$ cat config.mk
export PLATFORM = sky130hd
export DESIGN_NAME = skconv_mac
export DESIGN_NICKNAME = d
export VERILOG_FILES = /design/src/sv/skconv_pkg.sv /design/src/sv/skconv_mac.sv
export SDC_FILE = /design/constraint.sdc
export NUM_CORES = 2
export LEC_CHECK = 0
export BUFFER_PORTS_ARGS = -buffer_cell sky130_fd_sc_hd__buf_2
export CELL_PAD_IN_SITES_DETAIL_PLACEMENT = 2
export CELL_PAD_IN_SITES_GLOBAL_PLACEMENT = 2
export CORE_ASPECT_RATIO = 1.25
export CORE_MARGIN = 5
export CORE_UTILIZATION = 41
export CTS_CLUSTER_DIAMETER = 60
export DETAILED_ROUTE_END_ITERATION = 16
export PLACE_DENSITY = 0.95
export SLEW_MARGIN = 40
export SYNTH_ARGS = -nofsm -noshare
export SYNTH_HDL_FRONTEND = slang
export SYNTH_SLANG_ARGS = --single-unit
$ cat constraint.sdc
create_clock -name i_clk -period 9.4 [get_ports i_clk]
set_clock_uncertainty 0.05 [all_clocks]
set_input_delay 1.88 -clock i_clk [delete_from_list [all_inputs] [get_ports i_clk]]
set_output_delay 1.88 -clock i_clk [all_outputs]
set_load 0.05 [all_outputs]
$ cat src/sv/skconv_pkg.sv
// Shared types and constants of the square-kernel RGB convolver.
// No dependencies; used by skconv_mac and square_kernel_rgb_convolver_unit.
`default_nettype none
package skconv_pkg;

    localparam int MAX_WIDTH_DEF      = 1024;
    localparam int MAX_HEIGHT_DEF     = 1024;
    localparam int MAX_HALF_DEF       = 25;
    localparam int WINDOW_DEPTH_DEF   = 65536;
    localparam int COEF_FRAC_BITS_DEF = 16;

    localparam int COEF_W = 24;
    localparam int CH_W   = 16;
    localparam int NUM_CH = 3;
    localparam int CFG_W  = 11;

    localparam logic [CH_W-1:0] CH8_MAX  = 16'd255;
    localparam logic [CH_W-1:0] CH16_MAX = 16'd65535;

    typedef enum logic [1:0] {
        OP_COEF  = 2'd0,
        OP_PIXEL = 2'd1,
        OP_FLUSH = 2'd2,
        OP_NONE  = 2'd3
    } t_op;

    typedef enum logic [1:0] {
        CFG_WIDTH   = 2'd0,
        CFG_HEIGHT  = 2'd1,
        CFG_HALF    = 2'd2,
        CFG_SIXTEEN = 2'd3
    } t_cfg_idx;

    typedef struct packed {
        logic clr;
        logic vld;
    } t_mac_ctl;

endpackage
`default_nettype wire

$ cat src/sv/skconv_mac.sv
// Shared multiply-accumulate unit: one kernel tap for all three colors per cycle.
// Depends on skconv_pkg.
`default_nettype none
module skconv_mac #(
    parameter int ACC_W = 53
) (
    input  wire logic                          i_clk,
    input  wire logic                          i_rst_n,
    input  wire skconv_pkg::t_mac_ctl          i_ctl,
    input  wire logic signed [skconv_pkg::COEF_W-1:0] i_coef,
    input  wire logic [skconv_pkg::NUM_CH-1:0][skconv_pkg::CH_W-1:0] i_ch,
    output logic signed [skconv_pkg::NUM_CH-1:0][ACC_W-1:0] o_acc
);
    import skconv_pkg::*;

    localparam int PROD_W = COEF_W + CH_W + 1;

    logic                     r_vld;
    logic signed [PROD_W-1:0] r_prod [NUM_CH];

    // product stage, then accumulate stage
    always_ff @(posedge i_clk) begin
        if (!i_rst_n || i_ctl.clr) begin
            r_vld <= 1'b0;
            o_acc <= '0;
        end else begin
            r_vld <= i_ctl.vld;
            for (int c = 0; c < NUM_CH; c++) begin
                if (r_vld) begin
                    o_acc[c] <= o_acc[c] + ACC_W'(r_prod[c]);
                end
            end
        end
        for (int c = 0; c < NUM_CH; c++) begin
            r_prod[c] <= PROD_W'(i_coef * $signed({1'b0, i_ch[c]}));
        end
    end
endmodule
`default_nettype wire

### Word-level counts from Yosys, hierarchy flattened

Memory sizes are Yosys's and may differ from the RTL's.
Cells that the tools add are included.

* memories kept: 1
* RAM bits: 123
* output and inout bits: 159
* logic and storage cells: 13
* flip-flop bits (word level): 160
* input port bits: 76

Memory list
* r_prod: depth 3, bits a word 41, read ports 3, clocked after memory_dff 0, wr ports 3, RTL line skconv_mac.sv:19 `logic signed [PROD_W-1:0] r_prod [NUM_CH];`

* multiply operators: 3
* $add $sub $neg: 3
* reductions and logical operators: 2

Operator list (count)
* 53-bit adder: 3
* 24-bit by 17-bit multiplier with 41-bit output: 3
* 1-bit logical NOT: 1
* 1-bit logical OR: 1

### Logic depth before layout (Yosys ltp)

* depth in word-level cells: 2
* depth in mapped cells: 27
* gate-level depth less buffers: 26

### Worst setup path after synthesis

Ideal clock, no wire load.

* path type: input to register
* start: input i_coef[7] in the netlist's numbering
* end: memory r_prod[0][80] in the netlist's numbering
* path buffers: 2
* setup time: 0.072 ns
* slack: 1.326 ns
* arrival time: 7.952 ns
* cell stages on the path: 26
* data required time: 9.278 ns
* path through: clkbuf_1 clkbuf_1 nand2_1 fa_1 inv_1 fa_1 inv_1 fa_1 inv_1 fa_1 fa_1 inv_1 fa_1 inv_1 ha_1 a21o_1 a21o_1 a21oi_1 o21ai_0 nor3_2 a21oi_1 a221oi_1 o2111ai_1 a31o_2 a21oi_1 xnor2_1

RTL lines
* start: declaration: RTL line skconv_mac.sv:10 `input wire logic signed [skconv_pkg::COEF_W-1:0] i_coef,`
* end: declaration: RTL line skconv_mac.sv:19

==> results.env <==
STATUS='complete, but fails checks'
FAILING_CHECKS='setup timing'
POSTSYNTHAREAPERCELL_UM2=8.672
NUM-NETS-FINAL=8444
CRIT_FANOUT=14
ROUTE.DETAILED.VIAS_PER_INST=6.312
WORST_PATH_DOMINANT_CELL_FAMILY='adder cells'
YOSYS.CELL_COUNT.TOP_TYPE='sky130_fd_sc_hd__inv_1'
WORSTREG2REGEND='o_acc[136]'
FP.DIEAREA_MM2=0.1500
CTS_SETUP_BUFFERS=0
GRT_START_MAX_NET_PINS=59
FP.DIEW_UM=347.4
CRITICAL_PATH_BUF_INV_COUNT=5
GR_OVERFLOW_TOTAL=0
ROUTE.ANTENNA.REMAINING_NETS=0
GRT_FIRST_PASS_WIRELENGTH_MM=464.7
HPWLAFTERDP_MM=220.4
NUM_ROWS=154
YS_SEQ_AREA_SHARE_PCT=9.712
CTS_MAX_LEVEL=2
TIMING_WORST_SLEW_PIN_VALUE_PS=1012
TIMING.SETUP.CRITICAL_PATH_CLASS='input port to register'
CLK-INSERTION-DELAY-LATE_PS=610
IO_BUFFER_COUNT=234
CTS.REPAIR.RESIZED=0
CLOCK-ROOT-BUFFER='sky130_fd_sc_hd__clkbuf_16'
SYNTH_EDF_COUNT=0
NETLIST_TOP_CELLS_AREA='sky130_fd_sc_hd__fa_1 39%, sky130_fd_sc_hd__ha_1 9.8%, sky130_fd_sc_hd__dfxtp_1 9.7%'
CRITICAL_PATH.REG2REG.STARTPOINT='o_acc[106]'
TIMING.MAX_CAP.VIOLATIONS=0
STARTPOINT='i_coef[23]'
PERIOD_NEEDED_PS=9425
DETAIL_ROUTE.WL_PER_CELL_UM=36.87
HOLD_VIOLATIONS=0
HOLD_WORST_SLACK_PS=423.9
AREA.GROWTH.SYNTH_TO_FINAL_PCT=7.630
GP_CONGESTION=0.8719
INITIAL_CORE_UTILIZATION_PCT=41.30
CP.DEPTH=22
CPMAXSTAGEDELAYCELL='sky130_fd_sc_hd__fa_1'
SETUP_VIOL_COUNT_FINAL=1
CTS_BUFFERS=36
TIMING.FINAL.MAX_SLEW_VIOLATIONS=0
PROPORTION_OF_REGISTER_BITS_WITH_ASYNCHRONOUS_SET_OR_RESET_AFTER_SYNTHESIS_PCT=0
YOSYS_WARNINGS=0
MAX_FREQ_MHz=106.1
SYNTH_LARGEST_TYPE_AREA_FRACTION_PCT=38.92
FF2FF_PATH_DEPTH=14
CPMOSTUSEDCELL='sky130_fd_sc_hd__fa_1'
CP-START-KIND='input port'
TIMING.SLEW.HEADROOM_PCT=31.99
TOP_LEVEL_PORTS=235
TIMING.CRITICAL_PATH.CELLS='buf_2 -> buf_4 -> nand2_1 -> fa_1 -> fa_1 -> inv_1 -> fa_1 -> fa_1 -> fa_1 -> inv_1 -> fa_1 -> inv_1 -> ha_1 -> nor3_1 -> o21ai_0 -> a22o_1 -> a31o_2 -> a21oi_1 -> o21ai_0 -> o41ai_2 -> mux2i_1 -> nand4_1'
HP-CLASS='register to register'
CRITPATHCAPTURE='r_prod[0][81]'
SYNTH_TOP_CELL_BY_AREA='sky130_fd_sc_hd__fa_1'
ANTENNA_FOUND_INITIAL=38
DIE_Y_UM=431.7
PATH_CLK_SLEW_PS=60
VIAS_IN_THE_FIRST_GLOBAL_ROUTE=65260
NETLIST-CELL-TYPE-COUNT=81
WORST_SLACK_PS=-24.66
GLOBALROUTETOTALUTIL_PCT=41.93
YS_TOP_CELLS_BY_COUNT='1,452 x sky130_fd_sc_hd__inv_1, 1,134 x sky130_fd_sc_hd__fa_1, 861 x sky130_fd_sc_hd__nand2_1'
POST-ROUTE-PERIOD-UTIL_PCT=100.3
TIMING.CRITICAL_PATH.TO_TYPE='register'
DRT_PASS1_ITERATIONS=7
INITIALDRTVIOLATIONCOUNT=5055
CTS_NUM_SINKS=283
SYNTH_AREA_MM2=0.05833
CP.REQUIRED_PS=9780
CTS_HOLD_BUF=0
TIMING.REG2REG.SETUP_SLACK_PS=4340
SYNTHESIS.INSTANCES=6727
DRIVE_ABOVE_1_SHARE_PCT=6.162
SYNTH_FLOP_CELL='sky130_fd_sc_hd__dfxtp_1'
CTS_TREE='yes'
POSTSYNTHREGISTERBITS=283
ROUTED_WIRELENGTH_MM=320.5
DRC=0
CP_ARRIVAL_PS=9800
CORE_AREA_MM2=0.1412
CTS_BUFFER_DEPTH=3
WORST_PATH_LARGEST_CELL_DELAY_PS=860
MAPPEDNETLISTNETS=8396
NUM_VIAS=54859
GRT_SETUP_UNREPAIRED='no'
[registers in the layout, summed over array words and instances, names as in the netlist]
name and cells:
r_prod 123, r_vld 1, o_acc 159
[worst register-to-register path, cell delays in order (launching register included)]
cell	delay (ps)
sky130_fd_sc_hd__dfxtp_1	460
sky130_fd_sc_hd__ha_1	280
sky130_fd_sc_hd__inv_1	120
sky130_fd_sc_hd__fa_1	440
sky130_fd_sc_hd__nor2b_1	260
sky130_fd_sc_hd__o31a_1	270
sky130_fd_sc_hd__o211ai_1	250
sky130_fd_sc_hd__a21oi_1	310
sky130_fd_sc_hd__a31oi_1	250
sky130_fd_sc_hd__nor3b_1	720
sky130_fd_sc_hd__nor2_1	200
sky130_fd_sc_hd__o21ai_0	580
sky130_fd_sc_hd__a21boi_0	310
sky130_fd_sc_hd__xor2_1	210
sky130_fd_sc_hd__o21ai_0	270
[worst min-delay path by stage]
| stage | start | end | cells after the start |
|---|---|---|---|
| final | o_acc[158] | o_acc[158] | 2 |
| after global routing | o_acc[158] | o_acc[158] | 2 |
| after CTS | o_acc[158] | o_acc[158] | 2 |
| after detailed placement | o_acc[158] | o_acc[158] | 2 |
| after global placement | o_acc[158] | o_acc[158] | 2 |
| after floorplan | r_prod[0][0] | o_acc[0] | 3 |
[layout make-up]
type | count | area [um^2]
Antenna cell | 19 | 47.55
Clock buffer | 47 | 1035
Clock inverter | 16 | 224.0
Fill cell | 15355 | 78450
Inverter | 1453 | 5454
Multi-Input combinational cell | 4688 | 46130
Sequential cell | 283 | 5672
Tap cell | 1872 | 2342
Timing Repair Buffer | 313 | 1882
[cells by family (layout without fill, tap and decap cells)]
group	after synthesis	after routing	share of synthesized area, %
compound gates	837	837	9.309
buf+inv	1756	1829	11.30
simple gates	1913	1913	15.53
flops	283	283	9.712
other cells	0	19	0
xor+xnor	249	249	3.739
fa+ha+maj	1593	1593	48.76
mux	96	96	1.652
[metal layers]
metal	global-route usage [%]	part of all wire, %
met1	44.49	33
met3	11.89	9.3
met2	70.06	47
met5	0	0.081
met4	33.21	10
[cell usage in the layout, fill, tap and decap left out, drive strengths merged, types with 187 or more instances in the layout]
| master | n |
|---|---|
| inv | 1457 |
| fa | 1134 |
| nand2 | 861 |
| and2 | 480 |
| ha | 459 |
| buf | 307 |
| dfxtp | 283 |
| nor2 | 262 |
| a21oi | 247 |
| o21ai | 187 |
[through the flow]
| stage | setup TNS [ps] | setup WS [ps] | cell area (um^2) | std cells | utilization [%] |
|---|---|---|---|---|---|
| finish | -24.66 | -24.66 | 62780 | 8691 | 44.45 |
| detailed placement | 0 | 1.529 | 61420 | 8609 | 43.49 |
| global route | 0 | 6.400 | 62750 | 8678 | 44.43 |
| floorplan | 0 | 1326 | 58330 | 6727 | - |
| CTS | 0 | 234.7 | 62680 | 8672 | 44.38 |
| global placement | 0 | 618.7 | 61420 | 8609 | 43.48 |
Power is left out: the tool's default activity adds up to more than one toggle a clock period on the data nets, which glitch-free logic cannot reach.
